<file path="config.mk">
export PLATFORM = sky130hd
export DESIGN_NAME = mrc_frame
export DESIGN_NICKNAME = d
export VERILOG_FILES = /design/src/rtl/mrc_pkg.sv /design/src/rtl/mrc_frame.sv
export SDC_FILE = /design/constraint.sdc
export NUM_CORES = 1
export LEC_CHECK = 0
export ABC_CLOCK_PERIOD_IN_PS = 5900
export BUFFER_PORTS_ARGS = -buffer_cell sky130_fd_sc_hd__buf_2
export CORE_ASPECT_RATIO = 1.25
export CORE_MARGIN = 2
export CORE_UTILIZATION = 25
export DETAILED_ROUTE_END_ITERATION = 10
export HOLD_SLACK_MARGIN = 0.15
export SYNTH_ARGS = -nofsm -noshare
export SYNTH_HDL_FRONTEND = slang
export SYNTH_SLANG_ARGS = --single-unit
</file>
<file path="constraint.sdc">
create_clock -name i_clk -period 5.9 [get_ports i_clk]
set_clock_uncertainty 0.1 [all_clocks]
set_input_delay 0.885 -clock i_clk [delete_from_list [all_inputs] [get_ports i_clk]]
set_output_delay 0.885 -clock i_clk [all_outputs]
set_load 0.1 [all_outputs]
</file>
<file path="src/rtl/mrc_pkg.sv">
// Shared types, codes and the CRC-16 byte update for the Modbus response checker.
// No dependencies.
`default_nettype none

package mrc_pkg;

    // Frame length default and position counter width
    localparam int FRAME_LEN_DEF = 7;
    localparam int POS_W         = 3;

    // Item kinds
    localparam logic [1:0] FUNC_BYTE = 2'd0;
    localparam logic [1:0] FUNC_TICK = 2'd1;
    localparam logic [1:0] FUNC_LINK = 2'd2;

    // Result status codes
    localparam logic [2:0] ST_OK    = 3'd0;
    localparam logic [2:0] ST_FRAME = 3'd1;
    localparam logic [2:0] ST_CRC   = 3'd2;
    localparam logic [2:0] ST_LINK  = 3'd3;
    localparam logic [2:0] ST_LOST  = 3'd4;

    // Configuration register indexes
    localparam logic [1:0] CFG_ADDR    = 2'd0;
    localparam logic [1:0] CFG_FUNC    = 2'd1;
    localparam logic [1:0] CFG_COUNT   = 2'd2;
    localparam logic [1:0] CFG_TIMEOUT = 2'd3;

    // Configuration reset values
    localparam logic [7:0]  RST_ADDR    = 8'd1;
    localparam logic [7:0]  RST_FUNC    = 8'd3;
    localparam logic [7:0]  RST_COUNT   = 8'd2;
    localparam logic [15:0] RST_TIMEOUT = 16'd1000;

    // Header byte positions and distance byte positions
    localparam logic [POS_W-1:0] POS_ADDR  = 3'd0;
    localparam logic [POS_W-1:0] POS_FUNC  = 3'd1;
    localparam logic [POS_W-1:0] POS_COUNT = 3'd2;
    localparam logic [POS_W-1:0] POS_DIST_HI = 3'd3;
    localparam logic [POS_W-1:0] POS_DIST_LO = 3'd4;

    localparam logic [15:0] CRC_INIT = 16'hFFFF;
    localparam logic [15:0] CRC_POLY = 16'hA001;
    localparam logic [15:0] TICK_MAX = 16'hFFFF;

    typedef struct packed {
        logic        done;
        logic [2:0]  status;
        logic [15:0] distance;
    } t_frame_res;

    typedef struct packed {
        logic lost;
        logic fault;
    } t_fault_res;

    // Reflected CRC-16, one byte: eight shift/xor steps
    function automatic logic [15:0] crc16_feed(input logic [15:0] crc, input logic [7:0] b);
        logic [15:0] c;
        int          k;
        c = crc ^ {8'h00, b};
        for (k = 0; k < 8; k++) begin
            if (c[0]) begin
                c = (c >> 1) ^ CRC_POLY;
            end else begin
                c = c >> 1;
            end
        end
        return c;
    endfunction

endpackage

`default_nettype wire

</file>
<file path="src/rtl/mrc_frame.sv">
// Frame tracker: byte position, header check, CRC accumulation, distance capture.
// Depends on mrc_pkg.
`default_nettype none

module mrc_frame #(
    parameter int FRAME_LEN = mrc_pkg::FRAME_LEN_DEF
) (
    input  wire logic              i_clk,
    input  wire logic              i_rst_n,
    input  wire logic              i_step,
    input  wire logic              i_link,
    input  wire logic [7:0]        i_rx_byte,
    input  wire logic              i_frame_start,
    input  wire logic [7:0]        i_exp_addr,
    input  wire logic [7:0]        i_exp_func,
    input  wire logic [7:0]        i_exp_count,
    output mrc_pkg::t_frame_res    o_res
);

    localparam logic [mrc_pkg::POS_W-1:0] POS_CRC_LO = mrc_pkg::POS_W'(FRAME_LEN - 2);
    localparam logic [mrc_pkg::POS_W-1:0] POS_LAST   = mrc_pkg::POS_W'(FRAME_LEN - 1);

    logic [mrc_pkg::POS_W-1:0] r_pos, n_pos, pos_eff;
    logic [15:0]               r_crc, n_crc, crc_eff, crc_fed;
    logic                      r_hdr, n_hdr, hdr_eff;
    logic [15:0]               r_dist, n_dist;
    logic [7:0]                r_crc_lo, n_crc_lo;
    logic                      done;
    logic [15:0]               rx_crc;

    // A start flag restarts the frame on this very byte
    always_comb begin
        pos_eff = i_frame_start ? '0 : r_pos;
        crc_eff = i_frame_start ? mrc_pkg::CRC_INIT : r_crc;
        hdr_eff = i_frame_start ? 1'b1 : r_hdr;

        n_hdr = hdr_eff;
        if (pos_eff == mrc_pkg::POS_ADDR  && i_rx_byte != i_exp_addr)  n_hdr = 1'b0;
        if (pos_eff == mrc_pkg::POS_FUNC  && i_rx_byte != i_exp_func)  n_hdr = 1'b0;
        if (pos_eff == mrc_pkg::POS_COUNT && i_rx_byte != i_exp_count) n_hdr = 1'b0;

        crc_fed = mrc_pkg::crc16_feed(crc_eff, i_rx_byte);
        n_crc   = (pos_eff < POS_CRC_LO) ? crc_fed : crc_eff;

        n_dist = r_dist;
        if (pos_eff == mrc_pkg::POS_DIST_HI) n_dist[15:8] = i_rx_byte;
        if (pos_eff == mrc_pkg::POS_DIST_LO) n_dist[7:0]  = i_rx_byte;

        n_crc_lo = (pos_eff == POS_CRC_LO) ? i_rx_byte : r_crc_lo;

        done   = (pos_eff >= POS_LAST);
        rx_crc = {i_rx_byte, r_crc_lo};
        n_pos  = pos_eff + 1'b1;

        o_res.done     = done;
        o_res.distance = 16'h0000;
        if (!n_hdr) begin
            o_res.status = mrc_pkg::ST_FRAME;
        end else if (rx_crc != crc_eff) begin
            o_res.status = mrc_pkg::ST_CRC;
        end else begin
            o_res.status   = mrc_pkg::ST_OK;
            o_res.distance = n_dist;
        end
    end

    always_ff @(posedge i_clk) begin
        if (!i_rst_n) begin
            r_pos    <= '0;
            r_crc    <= mrc_pkg::CRC_INIT;
            r_hdr    <= 1'b1;
            r_dist   <= 16'h0000;
            r_crc_lo <= 8'h00;
        end else if (i_link) begin
            r_pos <= '0;
            r_crc <= mrc_pkg::CRC_INIT;
            r_hdr <= 1'b1;
        end else if (i_step) begin
            r_dist   <= n_dist;
            r_crc_lo <= n_crc_lo;
            if (done) begin
                r_pos <= '0;
                r_crc <= mrc_pkg::CRC_INIT;
                r_hdr <= 1'b1;
            end else begin
                r_pos <= n_pos;
                r_crc <= n_crc;
                r_hdr <= n_hdr;
            end
        end
    end

endmodule

`default_nettype wire

</file>
; ---- After elaboration in Yosys (flattened, before gate mapping)
; Cells that the tools add are included.
; W data, S select, Z words.
[op_classes]
mux = 24
n_lt_le_gt_ge = 2
n_addsub = 1
n_eq_ne = 9
bitwise = 11
reduce_logical = 7
[ops]
columns = op, n
row1 = $mux W16, 13
row2 = $ne A8 B8 Y1, 3
row3 = $not A2 Y3, 8
row4 = $mux W8, 2
row5 = $ne A16 B16 Y1, 1
row6 = $xor A16 B8 Y16, 1
row7 = $eq A3 B2 Y1 const B, 2
row8 = $eq A3 B3 Y1 const B, 2
row9 = $mux W3, 2
row10 = $mux W1, 5
row11 = $mux W2, 2
row12 = $add A3 B1 Y3 const B, 1
row13 = $eq A3 B1 Y1 const B, 1
row14 = $ge A3 B3 Y1 const B, 1
row15 = $logic_and A1 B1 Y1, 3
row16 = $logic_not A3 Y1, 1
row17 = $lt A3 B3 Y1 const B, 1
row18 = $reduce_and A3 Y1, 1
row19 = $not A1 Y1, 2
row20 = $reduce_and A2 Y1, 1
row21 = $reduce_or A2 Y1, 1
[totals]
word_cells = 59
input_bits = 37
register_bits = 44
out_inout_bits = 20

; ---- Logic depth before layout (Yosys ltp)
; Gate-level depths: netlist (run 1).
[depth]
word_depth = 20
mapped_depth = 10
depth_no_buf = 8

; ---- Worst setup path after synthesis (run 1)
; OpenSTA, ideal clock, no wires.
[synth_timing]
path_type = in2out
startpoint = input port i_frame_start
endpoint = output port o_res[10] (netlist name)
required_ps = 4915
path_buffers = 2
stages = 10
t_arrival_ps = 4880
path_slack_ps = 35
cell_sequence = clkbuf_1 nor2b_1 inv_1 ha_1 o21ai_0 nand3_1 nand2_1 o21ai_1 clkbuf_1 nor3_1
[synth_lines]
columns = item, line_no
row1 = "start, declared", mrc_frame.sv:13  ; input wire logic i_frame_start,
row2 = "end, declared", mrc_frame.sv:17  ; output mrc_pkg::t_frame_res o_res

==> results of run 1 <==
worst max-delay path, delay by kind of cell:
kind / cells / cell delay (ns)
adders and majority gates: 1 / 0.19
buffers and inverters: 3 / 1.29
and+or+nand+nor: 3 / 0.39
AOI/OAI and AO/OA: 2 / 0.73
metal layers:
layer / wire length, um / vias up / GRT usage (%)
li1: - / 1384 / -
met1: 3820 / 1333 / 16.1
met2: 4300 / 51 / 21.6
met3: 189 / 10 / 1.58
met4: 150 / 0 / 5.50
met5: 0 / - / 0
synth_stat cells (all sizes together):
master and n:
nor2b 20, xor2 13, nor4 9, inv 3, o21ai 22, clkbuf 17
or3 1, xnor2 49, dfxtp 44, clkinv 1, a211oi 1, conb 1
a21boi 8, nand4 7, o31a 1, buf 15, mux2i 33, and2 1
and3 1, a31oi 9, nand3 16, or4 1, o22ai 8, nor2 17
nand2b 2, or2 1, a21oi 11, a2bb2oi 1, nor3 28, nand2 37
ha 5, xnor3 1
cell type report:
| class | count | area [um^2] |
|---|---|---|
| flip-flops and latches | 44 | 881 |
| multi-input cells | 304 | 2040 |
| clock buffers | 7 | 143 |
| repair buffers | 57 | 290 |
| well taps | 164 | 205 |
| inverters | 4 | 15.0 |
| clock inverters | 1 | 7.51 |
| fillers | 1302 | 8530 |
cell families after synthesis:
family | after synthesis
xor+xnor | 63
other cells | 1
mux | 33
compound gates | 61
fa+ha+maj | 5
buf+inv | 36
simple gates | 141
flops | 44
worst min-delay path by stage:
stage / endpoint / cells after the start
CTS: r_dist[9] / 2
floorplan: r_dist[10] / 2
finish: r_dist[9] / 2
global placement: r_dist[9] / 2
global route: r_dist[9] / 2
detailed placement: r_dist[9] / 2
report_power, final:
part           internal (mW)  switching, mW  total (mW)
Sequential             0.304         0.0115       0.315
Clock                  0.169          0.117       0.285
Combinational         0.0684         0.0854       0.154
Total                  0.541          0.214       0.755
cells in the final DEF (no fill, tap or decap), types with 9 or more instances in the layout:
master / instances
a31oi_1: 9
nor3_1: 27
a21oi_1: 11
dfxtp_1: 44
nor2_1: 17
nand2_1: 37
nand3_1: 16
mux2i_1: 33
xnor2_1: 48
o21ai_0: 21
buf_2: 55
nor2b_1: 20
xor2_1: 12
nor4_1: 9
state kept, by name (all words and copies together), names as in the netlist:
name      flops
r_pos         3
r_crc_lo      8
r_dist       16
r_hdr         1
r_crc        16
metrics by stage:
step / instances / cell area (um^2)
finish: 581 / 3580
CTS: 581 / 3580
floorplan: 384 / 3080
global route: 581 / 3580
detailed placement: 573 / 3430
global placement: 573 / 3430
==> flow_metrics.tcl, run 1 <==
set metrics [dict create \
    synth_nets 426 \
    path_class "in2out" \
    rows 45 \
    synth-simple-area-share_pct 22.9 \
    initial_core_util_pct 25.4 \
    p_total_mw 0.755 \
    ys.warnings.count 0 \
    worst_pin_slew_ns 1.22 \
    setup_viol 0 \
    cts_buffers 5 \
    grt_pass1_vias 2641 \
    required_ns 4.91 \
    hpwl_mm 5.96 \
    critPathCaptureType "primary output" \
    cts-root-buf "clkbuf_16" \
    grt_max_degree 44 \
    cpMostUsedCell "buf_2" \
    cts_buffer_depth 2 \
    grt_usage_pct 12.8 \
    finalCritPeriodShare_pct 75.8 \
    vias 2778 \
    worstSetupStartpointType "input port" \
    clock-sinks 44 \
    cp_data_arrival_time_ns 3.49 \
    rsz0062_at_grt "false" \
    place_ws_ns 1.43 \
    drc 0 \
    routed_wirelength_mm 8.46 \
    io_buffers 55 \
    finalHoldViolCount 0 \
    cts_htree_levels 2 \
    yosysSeqAreaShare_pct 28.6 \
    setup_ws_ns 1.43 \
    cts_tree "yes" \
    yosys.area_share.adder_pct 2.03 \
    via_per_inst 4.78 \
    cp_max_fo 43 \
    design.core.area_um2 12100 \
    timing.rr.start "r_pos[1]" \
    synth_top_area_share_pct 28.6 \
    maxSlewHeadroom_pct 18.0 \
    nets 458 \
    routedWlPerCell_um 14.6 \
    cts_resized 0 \
    synthCells 384 \
    die_area_um2 13200 \
    grt_pass1_wl_mm 13.3 \
    leakage_nw 1.32 \
    muxShareOfSynthArea_pct 10.7 \
    clk_latency_ns 0.29 \
    vdd_drop_max_uv 101 \
    final_core_util_pct 29.6 \
    synth_area_um2 3080 \
    status "completed" \
    max_freq_mhz 223 \
    drt_pass1_iterations 4 \
    crit_chain "buf_2 > nor2b_1 > inv_1 > ha_1 > o21ai_0 > nand3_1 > nand2_1 > o21ai_1 > buf_2" \
    path_clk_slew_ns 0.06 \
    yosys.area.top_type "dfxtp_1" \
    period_needed_ns 4.47 \
    cts_post_setup_buffers_inserted 0 \
    slew_viol_final 0 \
    globalplace.congestion 0.803 \
    tns_ns 0 \
    ant_nets 0 \
    die-width_um 103 \
    slowest_stage "o21ai_1" \
    ys_types 38 \
    drv_cap 0 \
    initialDrtViolationCount 172 \
    netlist_top_cells_area "dfxtp_1, xnor2_1, mux2i_1, nand2_1, nor3_1" \
    syn_avg_cell_area_um2 8.02 \
    cts_hold_buffers 0 \
    max_stage_delay_ns 0.64 \
    yosys.area_share.xor_xnor_pct 18.9 \
    r2r_cells 6 \
    antenna_found_initial 0 \
    endpoint "o_res[16]" \
    hold_path_startpoint "r_dist[9]" \
    synth-seq-cells 44 \
    final_layout_size_suffix_gt1_share_pct 16.3 \
    area_growth_pct 16.3 \
    power.density_nw_per_um2 211 \
    hold_class "reg2reg" \
    gr-total-overflow 0 \
    r2r_end "r_dist[8]" \
    synth_top_family_by_area "simple AND/OR/NAND/NOR gates" \
    diodes 0 \
    rrSetupSlack_ns 3.57 \
    startpoint "i_frame_start" \
    holdWs_ns 0.363 \
    die-height_um 128 \
    io_pins 57 \
    synth_compound_area_share_pct 11.6 \
]
Power figures use the tool's default switching activity.
==> run 2, diff against run 1 <==
--- a/config.mk
+++ b/config.mk
@@ -5,7 +5,7 @@
 export SDC_FILE = /design/constraint.sdc
 export NUM_CORES = 1
 export LEC_CHECK = 0
-export ABC_CLOCK_PERIOD_IN_PS = 5900
+export ABC_CLOCK_PERIOD_IN_PS = 4640
 export BUFFER_PORTS_ARGS = -buffer_cell sky130_fd_sc_hd__buf_2
 export CORE_ASPECT_RATIO = 1.25
 export CORE_MARGIN = 2
==> constraint.sdc (replaced) <==
create_clock -name i_clk -period 4.64 [get_ports i_clk]
set_clock_uncertainty 0.1 [all_clocks]
set_input_delay 0.696 -clock i_clk [delete_from_list [all_inputs] [get_ports i_clk]]
set_output_delay 0.696 -clock i_clk [all_outputs]
set_load 0.1 [all_outputs]
==> flow_metrics.tcl, run 2 (synthesis results as in run 1) <==
set metrics [dict create \
    status "completed" \
    slew_viol_final 0 \
    max_stage_delay_ns 0.57 \
    rrSetupSlack_ns 2.36 \
    hold_path_startpoint "r_dist[8]" \
    tns_ns 0 \
    cts_htree_levels 2 \
    slowest_stage "buf_2" \
    wl_met3_um 263 \
    path_clk_slew_ns 0.07 \
    cts_tree "yes" \
    area_growth_pct 18.0 \
    rsz0062_at_grt "false" \
    max_freq_mhz 254 \
    holdPathStages 2 \
    drc 0 \
    via_per_inst 4.81 \
    cts_buffer_depth 2 \
    grt_pass1_vias 2795 \
    power.density_nw_per_um2 278 \
    diodes 0 \
    routedWlPerCell_um 14.6 \
    ant_nets 0 \
    die-width_um 103 \
    path_buf_inv 3 \
    required_ns 3.84 \
    vias 2805 \
    finalHoldViolCount 0 \
    grt_usage_pct 13.3 \
    path_class "in2out" \
    antenna_found_initial 0 \
    cts_resized 0 \
    leakage_nw 1.34 \
    routed_wirelength_mm 8.50 \
    maxUsedRoutingLayer "met4" \
    cp_max_fo 43 \
    clock-sinks 44 \
    maxSlewHeadroom_pct 50.6 \
    multiInputGateArea_um2 2050 \
    grt_max_degree 44 \
    final_layout_size_suffix_gt1_share_pct 17.7 \
    globalplace.congestion 0.789 \
    vdd_drop_max_uv 163 \
    nets 460 \
    cts-root-buf "clkbuf_16" \
    setup_viol 0 \
    rows 45 \
    worstSetupStartpointType "input port" \
    critPathCaptureType "primary output" \
    design.core.area_um2 12100 \
    die_area_um2 13200 \
    crit_chain "buf_2 > nand2b_1 > inv_1 > ha_1 > ha_1 > mux2i_1 > nor3_1 > buf_2" \
    drv_cap 0 \
    startpoint "i_frame_start" \
    gr-total-overflow 0 \
    dr_wl_met2_mm 4.47 \
    wl_met1_mm 3.61 \
    drt_pass1_iterations 4 \
    holdWs_ns 0.370 \
    finish.cell_count_without_fillers 583 \
    cts_hold_buffers 0 \
    io_pins 57 \
    timing.rr.start "r_pos[1]" \
    die-height_um 128 \
    grt_pass1_wl_mm 13.7 \
    r2r_cells 6 \
    critical_path.top_delay_family "buffers and inverters" \
    final_common_cell "buf_2" \
    reg.largest.list "r_crc: 16 flops, r_dist: 16 flops, r_crc_lo: 8 flops" \
    io_buffers 55 \
    whs_endpoint "r_dist[8]" \
    initial_core_util_pct 25.4 \
    regArea_um2 881 \
    dp_cells 575 \
    period_needed_ns 3.94 \
    final_cell_mix "buf_2, xnor2_1, dfxtp_1" \
    initialDrtViolationCount 171 \
    cp_data_arrival_time_ns 3.15 \
    worst_pin_slew_ns 0.741 \
    fill_cells 1317 \
    hpwl_mm 6.09 \
    cts_buffers 5 \
    hold_class "reg2reg" \
    r2r_end "r_dist[12]" \
    cts_post_setup_buffers_inserted 0 \
    clk_latency_ns 0.29 \
    finalCritPeriodShare_pct 85.0 \
]
-- run 2: cell types whose count changed in the layout (fill, tap and decap cells not counted), sizes merged --
cell	before	now
clkinv	1	3
clkinvlp	1	0
clkbuf	7	5
buf	57	59
bufinv	0	1
-- run 2: layout make-up --
type / instances / share of cell area, %
repair buffers: 59 / 8.41
clock buffers: 5 / 3.44
clock inverters: 3 / 1.31
flip-flops and latches: 44 / 24.3
multi-input cells: 304 / 56.5
inverters: 4 / 0.413
well taps: 164 / 5.65
-- run 2: per-stage QoR --
| stage | setup slack [ns] | power, mW | util [%] | cell area, um^2 |
|---|---|---|---|---|
| 5_1_grt | 0.433 | 1.05 | 30.0 | 3630 |
| 6_report | 0.696 | 1.01 | 30.0 | 3630 |
| 2_1_floorplan | -0.592 | 0.557 | - | 3100 |
| 3_3_place_gp | 0.796 | 0.601 | 28.6 | 3460 |
| 4_1_cts | 0.699 | 1.02 | 30.0 | 3630 |
| 3_5_place_dp | 0.713 | 0.606 | 28.6 | 3460 |
-- run 2: where the power goes --
part | total (mW) | internal [mW] | switching (mW)
Sequential | 0.401 | 0.386 | 0.0146
Combinational | 0.197 | 0.0881 | 0.109
Clock | 0.413 | 0.256 | 0.157
Total | 1.01 | 0.730 | 0.280
-- run 2: worst max-delay path by stage --
stage                endpoint  slack, ns  cells after the start
floorplan           o_res[13]      -0.59                     10
global placement    o_res[13]       0.80                      8
detailed placement  o_res[14]       0.71                      8
CTS                  o_res[2]       0.70                     11
global route         o_res[2]       0.43                     11
finish              o_res[14]       0.70                      8
-- run 2: per-layer routing --
metal,GRT usage [%],vias up
met3,2.13,11
met4,4.41,0
met1,15.5,1340
met5,0,-
met2,24.1,57
li1,-,1397
-- run 2: worst min-delay path, stage by stage, from the launching register on --
cell and delay (ns):
dfxtp_1 0.31, nand2_1 0.05, a21boi_0 0.06
